### src/rtl/ipm_pkg.sv
`timescale 1ns / 1ps
// ----------------------------------------------------------------------------
// ipm_pkg
// Shared constants and widths for the isomorphic pattern match unit.
// ----------------------------------------------------------------------------
package ipm_pkg;

    localparam int ALPHABET_SIZE = 26;
    localparam int LETTER_W      = 5;
    localparam int IDX_W         = $clog2(ALPHABET_SIZE);

    localparam int S_TDATA_W = 16;
    localparam int S_TUSER_W = 2;
    localparam int M_TDATA_W = 8;

    // tuser bit positions on the input side
    localparam int TU_WORD_HAS = 0;
    localparam int TU_PATT_HAS = 1;

    typedef logic [LETTER_W-1:0] t_letter;
    typedef logic [IDX_W-1:0]    t_idx;

endpackage

### src/rtl/isomorphic_pattern_match_unit.sv
`timescale 1ns / 1ps
// ----------------------------------------------------------------------------
// isomorphic_pattern_match_unit
// Checks a streamed word against a streamed pattern under a one-to-one
// letter mapping; one verdict item per word.
// ----------------------------------------------------------------------------
//  channel | dir | fields
//  s_axis  | in  | tdata: word_letter, pattern_letter; tuser: has flags; tlast
//  m_axis  | out | tdata: matches_res
//
//  One position per cycle sustained; two stages: map read, then check and
//  write back. Map letters sit in two 26-entry RAMs with a registered read;
//  a same-cycle write to the address being read is forwarded.
//  Reset (synchronous, active low) clears all valid bits, the fail flag and
//  the output valid flag. Only the last position of a word stalls, and only
//  while the output register is full and not taken.
module isomorphic_pattern_match_unit
    import ipm_pkg::*;
(
    input  logic                 i_clk,
    input  logic                 i_rst_n,
    input  logic                 s_axis_tvalid,
    output logic                 s_axis_tready,
    // [4:0] word_letter, [9:5] pattern_letter, [15:10] zero
    input  logic [S_TDATA_W-1:0] s_axis_tdata,
    // [0] word_has_letter, [1] pattern_has_letter
    input  logic [S_TUSER_W-1:0] s_axis_tuser,
    input  logic                 s_axis_tlast,
    output logic                 m_axis_tvalid,
    input  logic                 m_axis_tready,
    // [0] matches_res, [7:1] zero
    output logic [M_TDATA_W-1:0] m_axis_tdata
);

    // map RAMs: letter only, valid bits in flops
    t_letter mem_w2p [ALPHABET_SIZE];
    t_letter mem_p2w [ALPHABET_SIZE];
    t_letter r_w2p_rd, r_p2w_rd;

    logic [ALPHABET_SIZE-1:0] r_w2p_vld, n_w2p_vld;
    logic [ALPHABET_SIZE-1:0] r_p2w_vld, n_p2w_vld;
    logic                     r_failed, n_failed;

    // check stage
    logic    r_s1_vld;
    t_letter r_s1_w, r_s1_p;
    logic    r_s1_wh, r_s1_ph, r_s1_last;
    logic    r_fw_w2p, r_fw_p2w;
    t_letter r_fw_w2p_data, r_fw_p2w_data;

    logic r_out_vld;
    logic r_out_res;

    t_letter in_w, in_p;
    logic    accept, s1_done;
    logic    w_ok, p_ok, both_in;
    t_idx    w_idx, p_idx;
    logic    w_map_v, p_map_v;
    t_letter w2p_val, p2w_val;
    logic    wr_en, fail_now;

    assign in_w = s_axis_tdata[LETTER_W-1:0];
    assign in_p = s_axis_tdata[2*LETTER_W-1:LETTER_W];

    assign s1_done       = r_s1_vld && (!r_s1_last || !r_out_vld || m_axis_tready);
    assign s_axis_tready = !r_s1_vld || s1_done;
    assign accept        = s_axis_tvalid && s_axis_tready;

    always_comb begin
        w_ok    = {1'b0, r_s1_w} < (LETTER_W+1)'(ALPHABET_SIZE);
        p_ok    = {1'b0, r_s1_p} < (LETTER_W+1)'(ALPHABET_SIZE);
        w_idx   = r_s1_w[IDX_W-1:0];
        p_idx   = r_s1_p[IDX_W-1:0];
        w_map_v = w_ok ? r_w2p_vld[w_idx] : 1'b0;
        p_map_v = p_ok ? r_p2w_vld[p_idx] : 1'b0;
        w2p_val = r_fw_w2p ? r_fw_w2p_data : r_w2p_rd;
        p2w_val = r_fw_p2w ? r_fw_p2w_data : r_p2w_rd;
        both_in = r_s1_wh && r_s1_ph;

        wr_en    = 1'b0;
        fail_now = 1'b0;
        if (both_in) begin
            if (!w_ok || !p_ok) begin
                fail_now = 1'b1;
            end else if (!w_map_v && !p_map_v) begin
                wr_en = 1'b1;
            end else if (!(w_map_v && p_map_v && w2p_val == r_s1_p && p2w_val == r_s1_w)) begin
                fail_now = 1'b1;
            end
        end else if (r_s1_wh != r_s1_ph) begin
            fail_now = 1'b1;
        end
        wr_en = wr_en && s1_done;

        n_w2p_vld = r_w2p_vld;
        n_p2w_vld = r_p2w_vld;
        n_failed  = r_failed;
        if (s1_done) begin
            if (wr_en) begin
                n_w2p_vld[w_idx] = 1'b1;
                n_p2w_vld[p_idx] = 1'b1;
            end
            n_failed = r_failed || fail_now;
            if (r_s1_last) begin
                n_w2p_vld = '0;
                n_p2w_vld = '0;
                n_failed  = 1'b0;
            end
        end
    end

    // RAM ports: read on accept, write back from the check stage
    always_ff @(posedge i_clk) begin
        if (wr_en) begin
            mem_w2p[w_idx] <= r_s1_p;
            mem_p2w[p_idx] <= r_s1_w;
        end
        if (accept) begin
            r_w2p_rd <= mem_w2p[in_w[IDX_W-1:0]];
            r_p2w_rd <= mem_p2w[in_p[IDX_W-1:0]];
        end
    end

    always_ff @(posedge i_clk) begin
        if (!i_rst_n) begin
            r_s1_vld  <= 1'b0;
            r_w2p_vld <= '0;
            r_p2w_vld <= '0;
            r_failed  <= 1'b0;
            r_out_vld <= 1'b0;
        end else begin
            r_w2p_vld <= n_w2p_vld;
            r_p2w_vld <= n_p2w_vld;
            r_failed  <= n_failed;
            if (accept) begin
                r_s1_vld <= 1'b1;
            end else if (s1_done) begin
                r_s1_vld <= 1'b0;
            end
            if (s1_done && r_s1_last) begin
                r_out_vld <= 1'b1;
            end else if (m_axis_tready) begin
                r_out_vld <= 1'b0;
            end
        end
    end

    always_ff @(posedge i_clk) begin
        if (accept) begin
            r_s1_w        <= in_w;
            r_s1_p        <= in_p;
            r_s1_wh       <= s_axis_tuser[TU_WORD_HAS];
            r_s1_ph       <= s_axis_tuser[TU_PATT_HAS];
            r_s1_last     <= s_axis_tlast;
            // a write in this cycle lands after the RAM read: bypass it
            r_fw_w2p      <= wr_en && (w_idx == in_w[IDX_W-1:0]);
            r_fw_p2w      <= wr_en && (p_idx == in_p[IDX_W-1:0]);
            r_fw_w2p_data <= r_s1_p;
            r_fw_p2w_data <= r_s1_w;
        end
        if (s1_done && r_s1_last) begin
            r_out_res <= !(r_failed || fail_now);
        end
    end

    assign m_axis_tvalid = r_out_vld;
    assign m_axis_tdata  = {{(M_TDATA_W-1){1'b0}}, r_out_res};

    // the two maps always hold the same number of valid entries
    a_map_balance: assert property (@(posedge i_clk) disable iff (!i_rst_n)
        $countones(r_w2p_vld) == $countones(r_p2w_vld))
        else $error("map valid counts differ");

    a_clear_on_last: assert property (@(posedge i_clk) disable iff (!i_rst_n)
        (s1_done && r_s1_last) |=> (r_w2p_vld == '0 && r_p2w_vld == '0 && !r_failed))
        else $error("maps not cleared after last item");

    a_write_fresh: assert property (@(posedge i_clk) disable iff (!i_rst_n)
        wr_en |-> (!r_w2p_vld[w_idx] && !r_p2w_vld[p_idx]))
        else $error("write to a mapped entry");

    a_no_overrun: assert property (@(posedge i_clk) disable iff (!i_rst_n)
        (r_out_vld && !m_axis_tready) |-> !(s1_done && r_s1_last))
        else $error("result overwrote a pending item");

endmodule
### config.mk
export PLATFORM = sky130hd
export DESIGN_NAME = isomorphic_pattern_match_unit
export DESIGN_NICKNAME = d
export VERILOG_FILES = /design/src/rtl/ipm_pkg.sv /design/src/rtl/isomorphic_pattern_match_unit.sv
export SDC_FILE = /design/constraint.sdc
export NUM_CORES = 1
export LEC_CHECK = 0
export BUFFER_PORTS_ARGS = -buffer_cell sky130_fd_sc_hd__buf_2
export CAP_MARGIN = 20
export CORE_ASPECT_RATIO = 0.8
export CORE_UTILIZATION = 55
export DETAILED_ROUTE_END_ITERATION = 8
export PLACE_DENSITY = 0.71
export SYNTH_ARGS = -nofsm -noshare
export SYNTH_HDL_FRONTEND = slang
export SYNTH_SLANG_ARGS = --single-unit
### constraint.sdc
create_clock -name i_clk -period 5.46 [get_ports i_clk]
set_input_delay 0 -clock i_clk [delete_from_list [all_inputs] [get_ports i_clk]]
set_output_delay 0 -clock i_clk [all_outputs]
set_load 0.005 [all_outputs]
==> impl_metrics.env <==
export IMPL_drt_wl_total_um=28290
export IMPL_synth_edf_count=296
export IMPL_coreArea_um2=25500
export IMPL_grt_usage=0.2199
export IMPL_die_area_um2=26810
export IMPL_cts_resized=0
export IMPL_p_sw_frac=0.2109
export IMPL_min_path_type="primary input to flip-flop"
export IMPL_drt_iter0_markers=801
export IMPL_combPwrFrac=0.054
export IMPL_synth_most_common_cell="edfxtp_1"
export IMPL_drc_errors=0
export IMPL_synth_top_area_cell="edfxtp_1"
export IMPL_synth_top_area_frac=0.6179
export IMPL_synth_commonest_cells="edfxtp_1 (296), nand2_1 (104), mux4_2 (75), nor2_1 (57), dfxtp_1 (55)"
export IMPL_hold_violations=0
export IMPL_die_h_um=146.7
export IMPL_yosys_warnings=0
export IMPL_finalPower_mw=5.617
export IMPL_diodes=0
export IMPL_wl_met1_um=13380
export IMPL_placed_cell_area_um2=14800
export IMPL_top_layer_used="met4"
export IMPL_syn_inst=893
export IMPL_vias_per_cell=5.980
export IMPL_worstSetupEndpointType="flip-flop"
export IMPL_clkTransAtPathRegs_ns=0.06
export IMPL_clock_sinks=351
export IMPL_drv_slew=0
export IMPL_fill_cells=1851
export IMPL_max_freq_mhz=240.1
export IMPL_power_frac_seq=0.525
export IMPL_drt_first_pass_iters=5
export IMPL_synth_avg_cell_area_um2=16.11
export IMPL_yosysUniqueCellTypes=47
export IMPL_fin_cells=1297
export IMPL_num_nets_final=942
export IMPL_synth_ff_type="edfxtp_1"
export IMPL_timing_hold_ws_ns=0.1580
export IMPL_htree_levels=2
export IMPL_status="completed"
export IMPL_io_pins=33
export IMPL_port_buffers=19
export IMPL_avgRoutedWirePerCell_um=21.81
export IMPL_synthesis_area_um2=14390
export IMPL_slew_headroom=0.3493
export IMPL_path_cells="buf_4, mux2_2, or3_1, o2111ai_1, and4_1, nand4_4, buf_4, nor3_1"
export IMPL_cts_tree="built"
export IMPL_p_leak_nw=5.104
export IMPL_dp_hpwl_um=18020
export IMPL_ys_seq_area_frac=0.6944
export IMPL_ant_nets=0
export IMPL_rows=52
export IMPL_fp_dieW_um=182.8
export IMPL_setup_viol=0
export IMPL_clock_latency_ns=0.52
export IMPL_fin_area_um2=16110
export IMPL_critPathSlowestCell="edfxtp_1"
export IMPL_utilization=0.6317
export IMPL_start_util=0.5640
export IMPL_period_needed_ns=4.165
export IMPL_grt_setup_unrepaired="no"
export IMPL_critical_path_peak_fanout=43
export IMPL_cts_buffers=36
export IMPL_crit_arrival_ns=4.31
export IMPL_cp_common_cell="buf_4"
export IMPL_crit_required_ns=5.61
export IMPL_fin_ws_ns=1.295
export IMPL_grt_max_degree=53
export IMPL_async_reset_ff_frac=0
export IMPL_preCtsSetupSlack_ns=1.347
export IMPL_gp_congestion=0.8473
export IMPL_syn2layout_area_growth_pct=12.00
export IMPL_fin_tns_setup_ns=0
export IMPL_ir_drop_mv=0.2266
export IMPL_start_kind="flip-flop"
export IMPL_grt_pass1_wl_um=44570
export IMPL_drive_above_1_share=0.1924
export IMPL_antenna_found_initial=0
export IMPL_clkPwrFrac=0.422
export IMPL_first_global_vias=7660
export IMPL_met2_length_um=12590
export IMPL_cts_buffer_depth=3
export IMPL_fin_crit_sh=0.7628
export IMPL_synth_area_leaders="edfxtp_1 (62%), mux4_2 (12%), dfxtp_1 (7.7%)"
export IMPL_gr_total_overflow=0
export IMPL_post_cts_buffers=0
export IMPL_ys_ff_latch=351
export IMPL_power_switching_mw=1.185
export IMPL_dp_cells=1217
export IMPL_tightest_slew_ns=0.9686
export IMPL_root_buffer="clkbuf_16"
export IMPL_maxCapViolCount=0
export IMPL_internal_power_mw=4.432
export IMPL_fin_skew_ns=0.02060
export IMPL_route_met3_wl_um=1923
export IMPL_cts_hold_buf=13
export IMPL_pwr_density_cell_nw_per_um2=348.6
export IMPL_vias=7756
export IMPL_critical_path_max_stage_delay_ns=0.67
export IMPL_path_class="flip-flop to flip-flop"
-- final timing paths --
kind         cells past startpoint                          to                       start  slack (ns)
min                              1          p_idx[1]$_DFFE_PP_             s_axis_tdata[6]        0.16
min reg2reg                      2  r_p2w_vld[11]$_SDFFE_PN0P_  r_p2w_vld[11]$_SDFFE_PN0P_        0.45
max                              8     mem_p2w[3][1]$_DFFE_PP_         r_s1_w[0]$_DFFE_PP_        1.30
max reg2reg                      8     mem_p2w[3][1]$_DFFE_PP_         r_s1_w[0]$_DFFE_PP_        1.30
-- area by class of cell --
type | instances | area (um^2) | share of cell area
Sequential cell | 351 | 9990 | 0.6200
Inverter | 4 | 15.01 | 0.0009319
Timing Repair Buffer | 51 | 380.4 | 0.02361
Clock inverter | 13 | 110.1 | 0.006834
Tap cell | 351 | 439.2 | 0.02726
Multi-Input combinational cell | 474 | 4130 | 0.2563
Clock buffer | 53 | 1047 | 0.06500
-- sequential cells by signal (all words and copies together), names as in the netlist, 5 cells and up --
register	flops
r_w2p_vld	26
mem_p2w	130
r_fw_w2p_data	5
mem_w2p	130
r_fw_p2w_data	5
r_w2p_rd	5
r_p2w_vld	26
r_s1_w	5
p_idx	5
r_p2w_rd	5
-- layout by cell type (no fill, tap or decap), types with 16 or more instances in the layout --
cell	Yosys	final
mux4_2	75	75
dfxtp_1	55	55
nor3_1	16	16
buf_2	12	19
o31ai_1	43	43
edfxtp_1	296	296
nor2_1	57	57
mux2i_1	34	34
clkbuf_16	0	38
nand2_1	104	104
buf_4	8	18
nor2b_1	20	19
-- power by group through the flow --
stage               clock (mW)  combinational (mW)  sequential [mW]
floorplan                    0               0.200             3.01
global placement             0               0.287             3.00
detailed placement           0               0.291             3.01
CTS                       2.41               0.300             2.95
global route              2.50               0.324             2.95
finish                    2.37               0.301             2.95
-- cell families (layout without fill, tap and decap cells) --
family | count (synthesis) | count (layout) | synth area share
compound gates | 91 | 91 | 0.04610
xor+xnor | 20 | 20 | 0.01218
fa+ha+maj | 1 | 1 | 0.0008697
buf+inv | 74 | 121 | 0.02296
flops | 351 | 351 | 0.6944
mux | 121 | 121 | 0.1505
other cells | 1 | 7 | 0.0002607
simple gates | 234 | 234 | 0.07271
-- layer usage --
layer,track usage,vias to the layer above
met3,0.03692,32
met1,0.3485,3935
li1,-,3518
met2,0.3193,271
met5,0,-
met4,0.05500,0
-- worst max-delay path, delay by kind of cell (launching register included) --
kind	cells	cell delay, ns
compound gates	1	0.12
buf+inv	2	0.79
flops	1	0.67
mux	1	0.36
simple gates	4	1.85
Power figures use the tool's default switching activity.
